**src/sv/assert_macros.svh**
```systemverilog
// Assertion helpers for the RTL.
`ifndef ASSERT_MACROS_SVH
`define ASSERT_MACROS_SVH

`ifndef SYNTHESIS

`define ASSERT_IMPLY(label, clk, rst, ante, cons) \
   label: assert property (@(posedge clk) disable iff (rst) (ante) |-> (cons)) \
      else $error("assertion failed: implication");

`define ASSERT_NEXT(label, clk, rst, ante, cons) \
   label: assert property (@(posedge clk) disable iff (rst) (ante) |=> (cons)) \
      else $error("assertion failed: next cycle");

`else

`define ASSERT_IMPLY(label, clk, rst, ante, cons)

`define ASSERT_NEXT(label, clk, rst, ante, cons)

`endif

`endif

```
**src/sv/acpd_pkg.sv**
```systemverilog
package acpd_pkg;

   localparam int POS_W  = 16;
   localparam int ERR_W  = 17;
   localparam int MEAN_W = 17;
   localparam int THR_W  = 15;
   localparam int DUR_W  = 16;
   localparam int DIR_W  = 3;
   localparam int CSR_IDX_W = 2;

   localparam logic [THR_W-1:0] THRESHOLD_RESET = THR_W'(205);

   typedef enum logic [CSR_IDX_W-1:0] {
      CSR_THRESHOLD_X = 2'd0,
      CSR_THRESHOLD_Y = 2'd1
   } csr_index_type;

   typedef enum logic [DIR_W-1:0] {
      DIR_NONE     = 3'd0,
      DIR_FORWARD  = 3'd1,
      DIR_BACKWARD = 3'd2,
      DIR_LEFT     = 3'd3,
      DIR_RIGHT    = 3'd4
   } dir_type;

   // Per-lane control: load/clear/full/update refer to the request in flight.
   typedef struct packed {
      logic load;    // request accepted: window read and write issued
      logic move;    // stage 1 request advances, sums and means update
      logic clear;   // stage 1 request started from an empty history
      logic full;    // window was full before stage 1 request
      logic update;  // window full after stage 1 request: refresh held mean
   } lane_ctl_type;

endpackage

```
**src/sv/acpd_ram.sv**
```systemverilog
module acpd_ram #(
   parameter int WIDTH = 34,
   parameter int DEPTH = 16
) (
   input  logic                     clock,
   input  logic                     we,
   input  logic [$clog2(DEPTH)-1:0] waddr,
   input  logic [WIDTH-1:0]         wdata,
   input  logic                     re,
   input  logic [$clog2(DEPTH)-1:0] raddr,
   output logic [WIDTH-1:0]         rdata
);

   logic [WIDTH-1:0] mem [DEPTH];

   // read-during-write returns the old entry
   always_ff @(posedge clock) begin
      if (we) begin
         mem[waddr] <= wdata;
      end
      if (re) begin
         rdata <= mem[raddr];
      end
   end

endmodule

```
**src/sv/acpd_lane.sv**
```systemverilog
module acpd_lane #(
   parameter int WINDOW = 16
) (
   input  logic                                  clock,
   input  logic                                  reset,
   input  acpd_pkg::lane_ctl_type                ctl,
   input  logic [$clog2(WINDOW)-1:0]             idx,
   input  logic signed [acpd_pkg::POS_W-1:0]     measured_x,
   input  logic signed [acpd_pkg::POS_W-1:0]     measured_y,
   input  logic signed [acpd_pkg::POS_W-1:0]     requested_x,
   input  logic signed [acpd_pkg::POS_W-1:0]     requested_y,
   output logic signed [acpd_pkg::MEAN_W-1:0]    mean_x,
   output logic signed [acpd_pkg::MEAN_W-1:0]    mean_y
);
   import acpd_pkg::*;

   localparam int IDX_W = $clog2(WINDOW);
   localparam int SUM_W = ERR_W + IDX_W;

   logic signed [ERR_W-1:0] err [2];
   logic signed [ERR_W-1:0] err_s1_ff [2];
   logic signed [ERR_W-1:0] old_e [2];
   logic signed [SUM_W-1:0] sum_ff [2];
   logic signed [SUM_W-1:0] sum_in [2];
   logic signed [SUM_W-1:0] sum_base [2];
   logic signed [SUM_W-1:0] old_ext [2];
   logic signed [SUM_W-1:0] shifted [2];
   logic signed [MEAN_W-1:0] mean_ff [2];
   logic signed [MEAN_W-1:0] mean_in [2];
   logic [2*ERR_W-1:0] rdata;

   assign err[0] = ERR_W'(measured_x) - ERR_W'(requested_x);
   assign err[1] = ERR_W'(measured_y) - ERR_W'(requested_y);

   acpd_ram #(
      .WIDTH (2*ERR_W),
      .DEPTH (WINDOW)
   ) u_window (
      .clock (clock),
      .we    (ctl.load),
      .waddr (idx),
      .wdata ({err[1], err[0]}),
      .re    (ctl.load),
      .raddr (idx),
      .rdata (rdata)
   );

   assign old_e[0] = rdata[ERR_W-1:0];
   assign old_e[1] = rdata[2*ERR_W-1:ERR_W];

   for (genvar a = 0; a < 2; a++) begin : g_axis
      always_comb begin
         sum_base[a] = ctl.clear ? '0 : sum_ff[a];
         old_ext[a]  = ctl.full ? SUM_W'(old_e[a]) : '0;
         sum_in[a]   = sum_base[a] - old_ext[a] + SUM_W'(err_s1_ff[a]);
         shifted[a]  = sum_in[a] >>> IDX_W;
         if (ctl.update) begin
            mean_in[a] = shifted[a][MEAN_W-1:0];
         end else begin
            mean_in[a] = ctl.clear ? '0 : mean_ff[a];
         end
      end

      always_ff @(posedge clock) begin
         if (ctl.load) begin
            err_s1_ff[a] <= err[a];
         end
      end

      always_ff @(posedge clock) begin
         if (reset) begin
            sum_ff[a]  <= '0;
            mean_ff[a] <= '0;
         end else if (ctl.move) begin
            sum_ff[a]  <= sum_in[a];
            mean_ff[a] <= mean_in[a];
         end
      end
   end

   assign mean_x = mean_ff[0];
   assign mean_y = mean_ff[1];

endmodule

```
**src/sv/acpd_judge.sv**
```systemverilog
module acpd_judge (
   input  logic                               clock,
   input  logic                               reset,
   input  logic                               load,
   input  logic                               clear,
   input  logic signed [acpd_pkg::MEAN_W-1:0] mean_x,
   input  logic signed [acpd_pkg::MEAN_W-1:0] mean_y,
   input  logic [acpd_pkg::THR_W-1:0]         threshold_x,
   input  logic [acpd_pkg::THR_W-1:0]         threshold_y,
   output logic                               contact,
   output logic [acpd_pkg::DIR_W-1:0]         direction,
   output logic [acpd_pkg::DUR_W-1:0]         duration
);
   import acpd_pkg::*;

   logic [MEAN_W-1:0] abs_x;
   logic [MEAN_W-1:0] abs_y;
   logic              cx;
   logic              cy;
   dir_type           dir;
   logic [DUR_W-1:0]  count_base;
   logic [DUR_W-1:0]  count_in;
   logic [DUR_W-1:0]  count_ff;
   logic              contact_ff;
   dir_type           dir_ff;

   always_comb begin
      abs_x = mean_x[MEAN_W-1] ? MEAN_W'(-mean_x) : MEAN_W'(mean_x);
      abs_y = mean_y[MEAN_W-1] ? MEAN_W'(-mean_y) : MEAN_W'(mean_y);
      cx    = abs_x > MEAN_W'(threshold_x);
      cy    = abs_y > MEAN_W'(threshold_y);

      priority if (cx) begin
         dir = mean_x[MEAN_W-1] ? DIR_BACKWARD : DIR_FORWARD;
      end else if (cy) begin
         dir = mean_y[MEAN_W-1] ? DIR_RIGHT : DIR_LEFT;
      end else begin
         dir = DIR_NONE;
      end

      count_base = clear ? '0 : count_ff;
      if (cx || cy) begin
         count_in = (&count_base) ? count_base : DUR_W'(count_base + 1'b1);
      end else begin
         count_in = '0;
      end
   end

   always_ff @(posedge clock) begin
      if (reset) begin
         count_ff <= '0;
      end else if (load) begin
         count_ff <= count_in;
      end
   end

   always_ff @(posedge clock) begin
      if (load) begin
         contact_ff <= cx || cy;
         dir_ff     <= dir;
      end
   end

   assign contact   = contact_ff;
   assign direction = dir_ff;
   assign duration  = count_ff;

endmodule

```
**src/sv/arm_contact_push_detector.sv**
```systemverilog
// Channel  | Handshake             | Carries
// req      | req_valid/req_ready   | clear flag, measured and requested x/y per arm
// rsp      | rsp_valid/rsp_ready   | contact, direction, duration per arm
// csr      | csr_valid/csr_ready   | threshold index and value, always ready
//
// One request per cycle sustained while responses are taken; each request passes through the window
// memory read, the running sum and mean, and the contact decision into the output register.
// The window memory is one RAM per arm, one read and one write port, both at the write index.
// Reset clears indexes, sums, held means and duration counters; window contents need no clear.
// A stalled response holds the pipeline; req_ready drops only once every stage is occupied.
`include "assert_macros.svh"

module arm_contact_push_detector #(
   parameter int WINDOW = 16
) (
   input  logic                                clock,
   input  logic                                reset,
   input  logic                                req_valid,
   output logic                                req_ready,
   input  logic                                req_clear_history,
   input  logic signed [acpd_pkg::POS_W-1:0]   req_measured_left_x,
   input  logic signed [acpd_pkg::POS_W-1:0]   req_measured_left_y,
   input  logic signed [acpd_pkg::POS_W-1:0]   req_requested_left_x,
   input  logic signed [acpd_pkg::POS_W-1:0]   req_requested_left_y,
   input  logic signed [acpd_pkg::POS_W-1:0]   req_measured_right_x,
   input  logic signed [acpd_pkg::POS_W-1:0]   req_measured_right_y,
   input  logic signed [acpd_pkg::POS_W-1:0]   req_requested_right_x,
   input  logic signed [acpd_pkg::POS_W-1:0]   req_requested_right_y,
   output logic                                rsp_valid,
   input  logic                                rsp_ready,
   output logic                                rsp_left_contact,
   output logic                                rsp_right_contact,
   output logic [acpd_pkg::DIR_W-1:0]          rsp_direction_left,
   output logic [acpd_pkg::DIR_W-1:0]          rsp_direction_right,
   output logic [acpd_pkg::DUR_W-1:0]          rsp_left_duration,
   output logic [acpd_pkg::DUR_W-1:0]          rsp_right_duration,
   input  logic                                csr_valid,
   output logic                                csr_ready,
   input  logic [acpd_pkg::CSR_IDX_W-1:0]      csr_index,
   input  logic [acpd_pkg::THR_W-1:0]          csr_wdata
);
   import acpd_pkg::*;

   localparam int IDX_W  = $clog2(WINDOW);
   localparam int FILL_W = $clog2(WINDOW + 1);

   logic [THR_W-1:0]  thr_x_ff;
   logic [THR_W-1:0]  thr_y_ff;
   logic [IDX_W-1:0]  idx_ff;
   logic [IDX_W-1:0]  idx_in;
   logic [IDX_W-1:0]  base_idx;
   logic [FILL_W-1:0] fill_ff;
   logic [FILL_W-1:0] fill_in;
   logic [FILL_W-1:0] base_fill;
   logic              full_now;
   logic              update_now;

   logic s1_valid_ff;
   logic s1_clear_ff;
   logic s1_full_ff;
   logic s1_update_ff;
   logic s2_valid_ff;
   logic s2_clear_ff;
   logic rsp_valid_ff;

   logic accept;
   logic out_free;
   logic s2_move;
   logic s2_open;
   logic s1_move;
   logic s1_open;

   logic fill_grow;
   logic left_idle;
   logic right_busy;

   lane_ctl_type ctl;

   logic signed [MEAN_W-1:0] mean_lx;
   logic signed [MEAN_W-1:0] mean_ly;
   logic signed [MEAN_W-1:0] mean_rx;
   logic signed [MEAN_W-1:0] mean_ry;

   // flow control
   assign out_free  = !rsp_valid_ff || rsp_ready;
   assign s2_move   = s2_valid_ff && out_free;
   assign s2_open   = !s2_valid_ff || out_free;
   assign s1_move   = s1_valid_ff && s2_open;
   assign s1_open   = !s1_valid_ff || s2_open;
   assign req_ready = s1_open;
   assign accept    = req_valid && req_ready;
   assign rsp_valid = rsp_valid_ff;
   assign csr_ready = 1'b1;

   // window position for the incoming request
   always_comb begin
      base_idx   = req_clear_history ? '0 : idx_ff;
      base_fill  = req_clear_history ? '0 : fill_ff;
      full_now   = base_fill == FILL_W'(WINDOW);
      update_now = full_now || (base_fill == FILL_W'(WINDOW - 1));
      idx_in     = (base_idx == IDX_W'(WINDOW - 1)) ? '0 : IDX_W'(base_idx + 1'b1);
      fill_in    = full_now ? base_fill : FILL_W'(base_fill + 1'b1);
   end

   always_ff @(posedge clock) begin
      if (reset) begin
         thr_x_ff     <= THRESHOLD_RESET;
         thr_y_ff     <= THRESHOLD_RESET;
         idx_ff       <= '0;
         fill_ff      <= '0;
         s1_valid_ff  <= 1'b0;
         s2_valid_ff  <= 1'b0;
         rsp_valid_ff <= 1'b0;
      end else begin
         if (csr_valid && csr_ready) begin
            unique case (csr_index)
               CSR_THRESHOLD_X: thr_x_ff <= csr_wdata;
               CSR_THRESHOLD_Y: thr_y_ff <= csr_wdata;
               default: ;
            endcase
         end
         if (accept) begin
            idx_ff  <= idx_in;
            fill_ff <= fill_in;
         end
         s1_valid_ff  <= accept || (s1_valid_ff && !s1_move);
         s2_valid_ff  <= s1_move || (s2_valid_ff && !s2_move);
         rsp_valid_ff <= s2_move || (rsp_valid_ff && !rsp_ready);
      end
   end

   always_ff @(posedge clock) begin
      if (accept) begin
         s1_clear_ff  <= req_clear_history;
         s1_full_ff   <= full_now;
         s1_update_ff <= update_now;
      end
      if (s1_move) begin
         s2_clear_ff <= s1_clear_ff;
      end
   end

   assign ctl = '{
      load:   accept,
      move:   s1_move,
      clear:  s1_clear_ff,
      full:   s1_full_ff,
      update: s1_update_ff
   };

   acpd_lane #(.WINDOW (WINDOW)) u_lane_left (
      .clock       (clock),
      .reset       (reset),
      .ctl         (ctl),
      .idx         (base_idx),
      .measured_x  (req_measured_left_x),
      .measured_y  (req_measured_left_y),
      .requested_x (req_requested_left_x),
      .requested_y (req_requested_left_y),
      .mean_x      (mean_lx),
      .mean_y      (mean_ly)
   );

   acpd_lane #(.WINDOW (WINDOW)) u_lane_right (
      .clock       (clock),
      .reset       (reset),
      .ctl         (ctl),
      .idx         (base_idx),
      .measured_x  (req_measured_right_x),
      .measured_y  (req_measured_right_y),
      .requested_x (req_requested_right_x),
      .requested_y (req_requested_right_y),
      .mean_x      (mean_rx),
      .mean_y      (mean_ry)
   );

   acpd_judge u_judge_left (
      .clock       (clock),
      .reset       (reset),
      .load        (s2_move),
      .clear       (s2_clear_ff),
      .mean_x      (mean_lx),
      .mean_y      (mean_ly),
      .threshold_x (thr_x_ff),
      .threshold_y (thr_y_ff),
      .contact     (rsp_left_contact),
      .direction   (rsp_direction_left),
      .duration    (rsp_left_duration)
   );

   acpd_judge u_judge_right (
      .clock       (clock),
      .reset       (reset),
      .load        (s2_move),
      .clear       (s2_clear_ff),
      .mean_x      (mean_rx),
      .mean_y      (mean_ry),
      .threshold_x (thr_x_ff),
      .threshold_y (thr_y_ff),
      .contact     (rsp_right_contact),
      .direction   (rsp_direction_right),
      .duration    (rsp_right_duration)
   );

   assign fill_grow  = accept && !req_clear_history && !full_now;
   assign left_idle  = rsp_left_duration == '0 && rsp_direction_left == DIR_NONE;
   assign right_busy = rsp_right_duration != '0 && rsp_direction_right != DIR_NONE;

   `ASSERT_IMPLY(a_fill_bound, clock, reset, 1'b1, fill_ff <= FILL_W'(WINDOW))
   `ASSERT_NEXT(a_fill_step, clock, reset, fill_grow, fill_ff == FILL_W'($past(fill_ff) + 1'b1))
   `ASSERT_IMPLY(a_no_contact, clock, reset, rsp_valid_ff && !rsp_left_contact, left_idle)
   `ASSERT_IMPLY(a_contact, clock, reset, rsp_valid_ff && rsp_right_contact, right_busy)

endmodule

```
**config.mk**
```make
export PLATFORM = sky130hd
export DESIGN_NAME = arm_contact_push_detector
export DESIGN_NICKNAME = d
export VERILOG_FILES = /design/src/sv/acpd_pkg.sv /design/src/sv/acpd_ram.sv /design/src/sv/acpd_lane.sv /design/src/sv/acpd_judge.sv /design/src/sv/arm_contact_push_detector.sv
export VERILOG_INCLUDE_DIRS = /design/src /design/src/sv
export SDC_FILE = /design/constraint.sdc
export NUM_CORES = 2
export LEC_CHECK = 0
export ABC_AREA = 1
export ABC_CLOCK_PERIOD_IN_PS = 21100
export BUFFER_PORTS_ARGS = -buffer_cell sky130_fd_sc_hd__buf_2
export CAP_MARGIN = 0
export CORE_UTILIZATION = 40
export DETAILED_ROUTE_END_ITERATION = 16
export GPL_TIMING_DRIVEN = 0
export PLACE_DENSITY = 0.61
export REMOVE_ABC_BUFFERS = 1
export SKIP_CTS_REPAIR_TIMING = 1
export SYNTH_ARGS = -nofsm -noshare
export SYNTH_HDL_FRONTEND = slang
export SYNTH_SLANG_ARGS = --single-unit
```
**constraint.sdc**
```tcl
create_clock -name clock -period 21.1 [get_ports clock]
set_input_delay 4.22 -clock clock [delete_from_list [all_inputs] [get_ports clock]]
set_output_delay 4.22 -clock clock [all_outputs]
set_load 0.03 [all_outputs]
```
==> flow_metrics.tcl <==
set metrics [dict create \
    power.static_leakage_nw 29.6 \
    tritoncts.num_buffers 156 \
    crit_required_ns 16.88 \
    hold-path-cell-count 2 \
    multi_input_area_sq_mm 0.0222 \
    finalMaxSlewViolations 0 \
    drt-vias-per-instance 5.40 \
    power.density_cell_area_mw_per_mm2 95.0 \
    synthCells 6271 \
    dp_hpwl_mm 120 \
    die_area_sq_mm 0.173 \
    count_of_filler_cells_inserted_in_the_layout 15163 \
    critPathCaptureType "output port" \
    finalCritPeriodShare_pct 43.3 \
    timing.max_cap.violations 0 \
    detail-route-antenna-nets 0 \
    track_usage_pct 21.2 \
    drc 0 \
    cts_root_buffer "sky130_fd_sc_hd__clkbuf_16" \
    synth-seq-cells 1462 \
    skew_ns 0.0349 \
    fin_crit_ns 9.13 \
    yosysSeqAreaShare_pct 62.9 \
    area_delta_synth_final_pct 15.5 \
    clk_latency_ns 0.80 \
    timing.critical_path.from_type "primary input" \
    numClockSinks 1462 \
    synth-warning-count 0 \
    relSlewSlack_pct 10.7 \
    boundaryPins 194 \
    clock_path_buffers 3 \
    final.setup.tns_ns 0 \
    first_global_vias 45965 \
    postPlaceCellArea_sq_mm 0.0740 \
    instances_no_fill 8820 \
    postRouteWirelength_mm 185 \
    status "complete, no violations" \
    timing.fmax_ghz 0.110 \
    synthesis.area_sq_mm 0.0686 \
    endpoints_failing_setup 0 \
    hold_viol 0 \
    mean_area_per_synthesized_cell_sq_um 10.9 \
    rr_worst_depth 17 \
    firstDrtPassIters 6 \
    total_non_filler_cell_area_in_the_finished_layout_sq_mm 0.0792 \
    worst_setup_hold_path_clk_slew_ns 0.06 \
    floorplan.die.height_um 416 \
    htree_num_levels 4 \
    floorplan.rows 151 \
    cp.arrival_ns 4.91 \
    layout-drive-gt1-share_pct 9.76 \
    die-width_um 416 \
    critical_path_class "in -> out" \
    first_iter_violations 4676 \
    initial_core_util_pct 40.4 \
    final_stage_net_count 6927 \
    place.detailed.instances 8529 \
    hold_class "reg -> reg" \
    design.core.area_sq_mm 0.170 \
    grt_first_pass_wirelength_mm 280 \
    rsz0062_at_grt "false" \
    holdWs_ns 0.481 \
    maximum_number_of_pins_on_one_net_before_global_route_repair 113 \
    drt-wirelength-per-cell_um 21.0 \
    worst_pin_slew_ns 1.33 \
    critical_path.max_fanout 3 \
    port_buffers 192 \
    yosys.cell_types.count 58 \
    initial_antenna_violation_count 16 \
    ir_drop_mv 0.0625 \
    cts_tree "yes" \
    sequential_cell_area_sq_mm 0.0432 \
    detailroute.via_count 47618 \
    finalPower_mw 7.53 \
    grt_overflow 0 \
    gp_congestion 0.887 \
]
==> sequential cells by signal, indices dropped and copies added (netlist names), 16 cells and up <==
register / flops
u_lane_left.u_window.mem: 544
u_lane_right.u_window.mem: 544
u_lane_left.sum_ff: 42
u_lane_right.sum_ff: 42
u_lane_left.err_s1_ff: 34
u_lane_left.mean_ff: 34
u_lane_left.u_window.rdata: 34
u_lane_right.err_s1_ff: 34
u_lane_right.mean_ff: 34
u_lane_right.u_window.rdata: 34
u_judge_left.duration: 16
u_judge_right.duration: 16
==> metal layers <==
metal	share of wire (%)	GRT usage, %	vias to the layer above
met5	0	0	-
met1	44	29.1	23337
met2	47	34.5	1697
li1	-	-	22275
met3	6.5	3.03	309
met4	2.9	6.83	0
==> logic make-up (layout without fill, tap and decap cells) <==
group,Yosys count,in the layout,synth area share (%)
compound gates,1369,1369,10.9
buf+inv,922,1246,5.19
simple gates,2028,2028,12.1
flops,1462,1462,62.9
fa+ha+maj,306,306,6.50
xor+xnor,183,183,2.34
other cells,1,8,0.00547
==> synthesized netlist by cell type, drive strengths merged <==
cell type | instances | share of area, %
o21a | 9 | 0.099
nand3 | 111 | 0.86
nand3b | 11 | 0.12
or2 | 14 | 0.13
edfxtp | 1388 | 61
clkbuf | 220 | 1.2
o2111ai | 4 | 0.051
ha | 222 | 4.1
a21boi | 9 | 0.099
o41ai | 1 | 0.013
a221oi | 1 | 0.013
a211o | 1 | 0.013
o21bai | 5 | 0.055
dfxtp | 74 | 2.2
xnor2 | 65 | 0.83
o221ai | 4 | 0.051
o21ai | 687 | 5.0
nor4 | 15 | 0.18
xor2 | 118 | 1.5
nand4 | 85 | 0.78
clkinv | 2 | 0.011
and2 | 3 | 0.027
inv | 650 | 3.6
nor2 | 869 | 4.8
buf | 50 | 0.42
fa | 84 | 2.5
o31ai | 10 | 0.11
a211oi | 9 | 0.099
a22oi | 2 | 0.022
nand2 | 885 | 4.9
a311oi | 1 | 0.013
o211a | 1 | 0.015
nor4b | 1 | 0.013
conb | 1 | 0.0055
nor3b | 2 | 0.022
o211ai | 14 | 0.15
a31oi | 12 | 0.11
a21o | 10 | 0.11
a21oi | 317 | 2.4
o22ai | 272 | 2.5
nor3 | 32 | 0.27
==> metrics by stage <==
stage	setup WS, ns	util, %
finish	11.97	46.7
global route	11.91	46.6
CTS	11.98	46.6
detailed placement	11.99	43.6
global placement	-60.57	41.9
floorplan	-5.80	-
==> critical path, cell delays in order <==
cell,delay [ns]
sky130_fd_sc_hd__buf_2,0.09
sky130_fd_sc_hd__inv_1,0.04
sky130_fd_sc_hd__nand2_1,0.10
sky130_fd_sc_hd__nor2_1,0.14
sky130_fd_sc_hd__nand2_1,0.12
sky130_fd_sc_hd__buf_2,0.20
==> cell usage in the layout (no fill, tap or decap), types with 11 or more instances in the layout <==
| cell type | netlist | layout |
|---|---|---|
| sky130_fd_sc_hd__clkinv_1 | 2 | 26 |
| sky130_fd_sc_hd__a31oi_1 | 12 | 12 |
| sky130_fd_sc_hd__o21ai_0 | 683 | 678 |
| sky130_fd_sc_hd__ha_1 | 222 | 222 |
| sky130_fd_sc_hd__clkbuf_1 | 220 | 37 |
| sky130_fd_sc_hd__nand4_1 | 85 | 85 |
| sky130_fd_sc_hd__xnor2_1 | 65 | 52 |
| sky130_fd_sc_hd__dfxtp_1 | 74 | 74 |
| sky130_fd_sc_hd__buf_12 | 1 | 76 |
| sky130_fd_sc_hd__clkbuf_16 | 0 | 159 |
| sky130_fd_sc_hd__fa_1 | 84 | 84 |
| sky130_fd_sc_hd__xor2_1 | 118 | 109 |
| sky130_fd_sc_hd__nand3b_1 | 11 | 11 |
| sky130_fd_sc_hd__nor2_4 | 2 | 23 |
| sky130_fd_sc_hd__o22ai_1 | 272 | 272 |
| sky130_fd_sc_hd__edfxtp_1 | 1388 | 1388 |
| sky130_fd_sc_hd__inv_1 | 646 | 641 |
| sky130_fd_sc_hd__nand2_1 | 877 | 873 |
| sky130_fd_sc_hd__nor2_2 | 12 | 12 |
| sky130_fd_sc_hd__nor3_1 | 27 | 27 |
| sky130_fd_sc_hd__nor2_1 | 855 | 834 |
| sky130_fd_sc_hd__nor4_1 | 13 | 13 |
| sky130_fd_sc_hd__xnor2_2 | 0 | 13 |
| sky130_fd_sc_hd__a21oi_1 | 308 | 308 |
| sky130_fd_sc_hd__o211ai_1 | 14 | 14 |
| sky130_fd_sc_hd__buf_2 | 33 | 192 |
| sky130_fd_sc_hd__bufinv_16 | 0 | 14 |
| sky130_fd_sc_hd__buf_16 | 0 | 35 |
| sky130_fd_sc_hd__clkinv_2 | 0 | 23 |
| sky130_fd_sc_hd__nand3_1 | 107 | 107 |
==> area by class of cell <==
cell class,instances,share of cell area [%]
clock buffers,198,5.22
multi-input cells,3887,28.0
inverters,652,3.13
clock inverters,85,1.17
well taps,2218,3.50
flip-flops and latches,1462,54.5
diodes,7,0.0221
repair buffers,311,4.44
==> where the power goes <==
group / internal [mW] / leakage [nW] / switching [mW] / total [mW]
clock network: 1.57 / 2.47 / 1.14 / 2.72
logic: 0.425 / 13.6 / 0.930 / 1.36
registers: 3.42 / 13.5 / 0.0378 / 3.45
total: 5.41 / 29.6 / 2.11 / 7.53
==> path summary, 6_finish.rpt <==
| check | slack (ns) | start | end |
|---|---|---|---|
| setup / recovery | 11.97 | rsp_ready | req_ready |
| setup reg to reg | 16.36 | s1_clear_ff | u_lane_right.mean_ff[0][12] |
| hold reg to reg | 0.48 | u_judge_left.duration[9] | u_judge_left.duration[9] |
| hold / removal | 0.48 | u_judge_left.duration[9] | u_judge_left.duration[9] |
(Power assumes the default switching activity.)
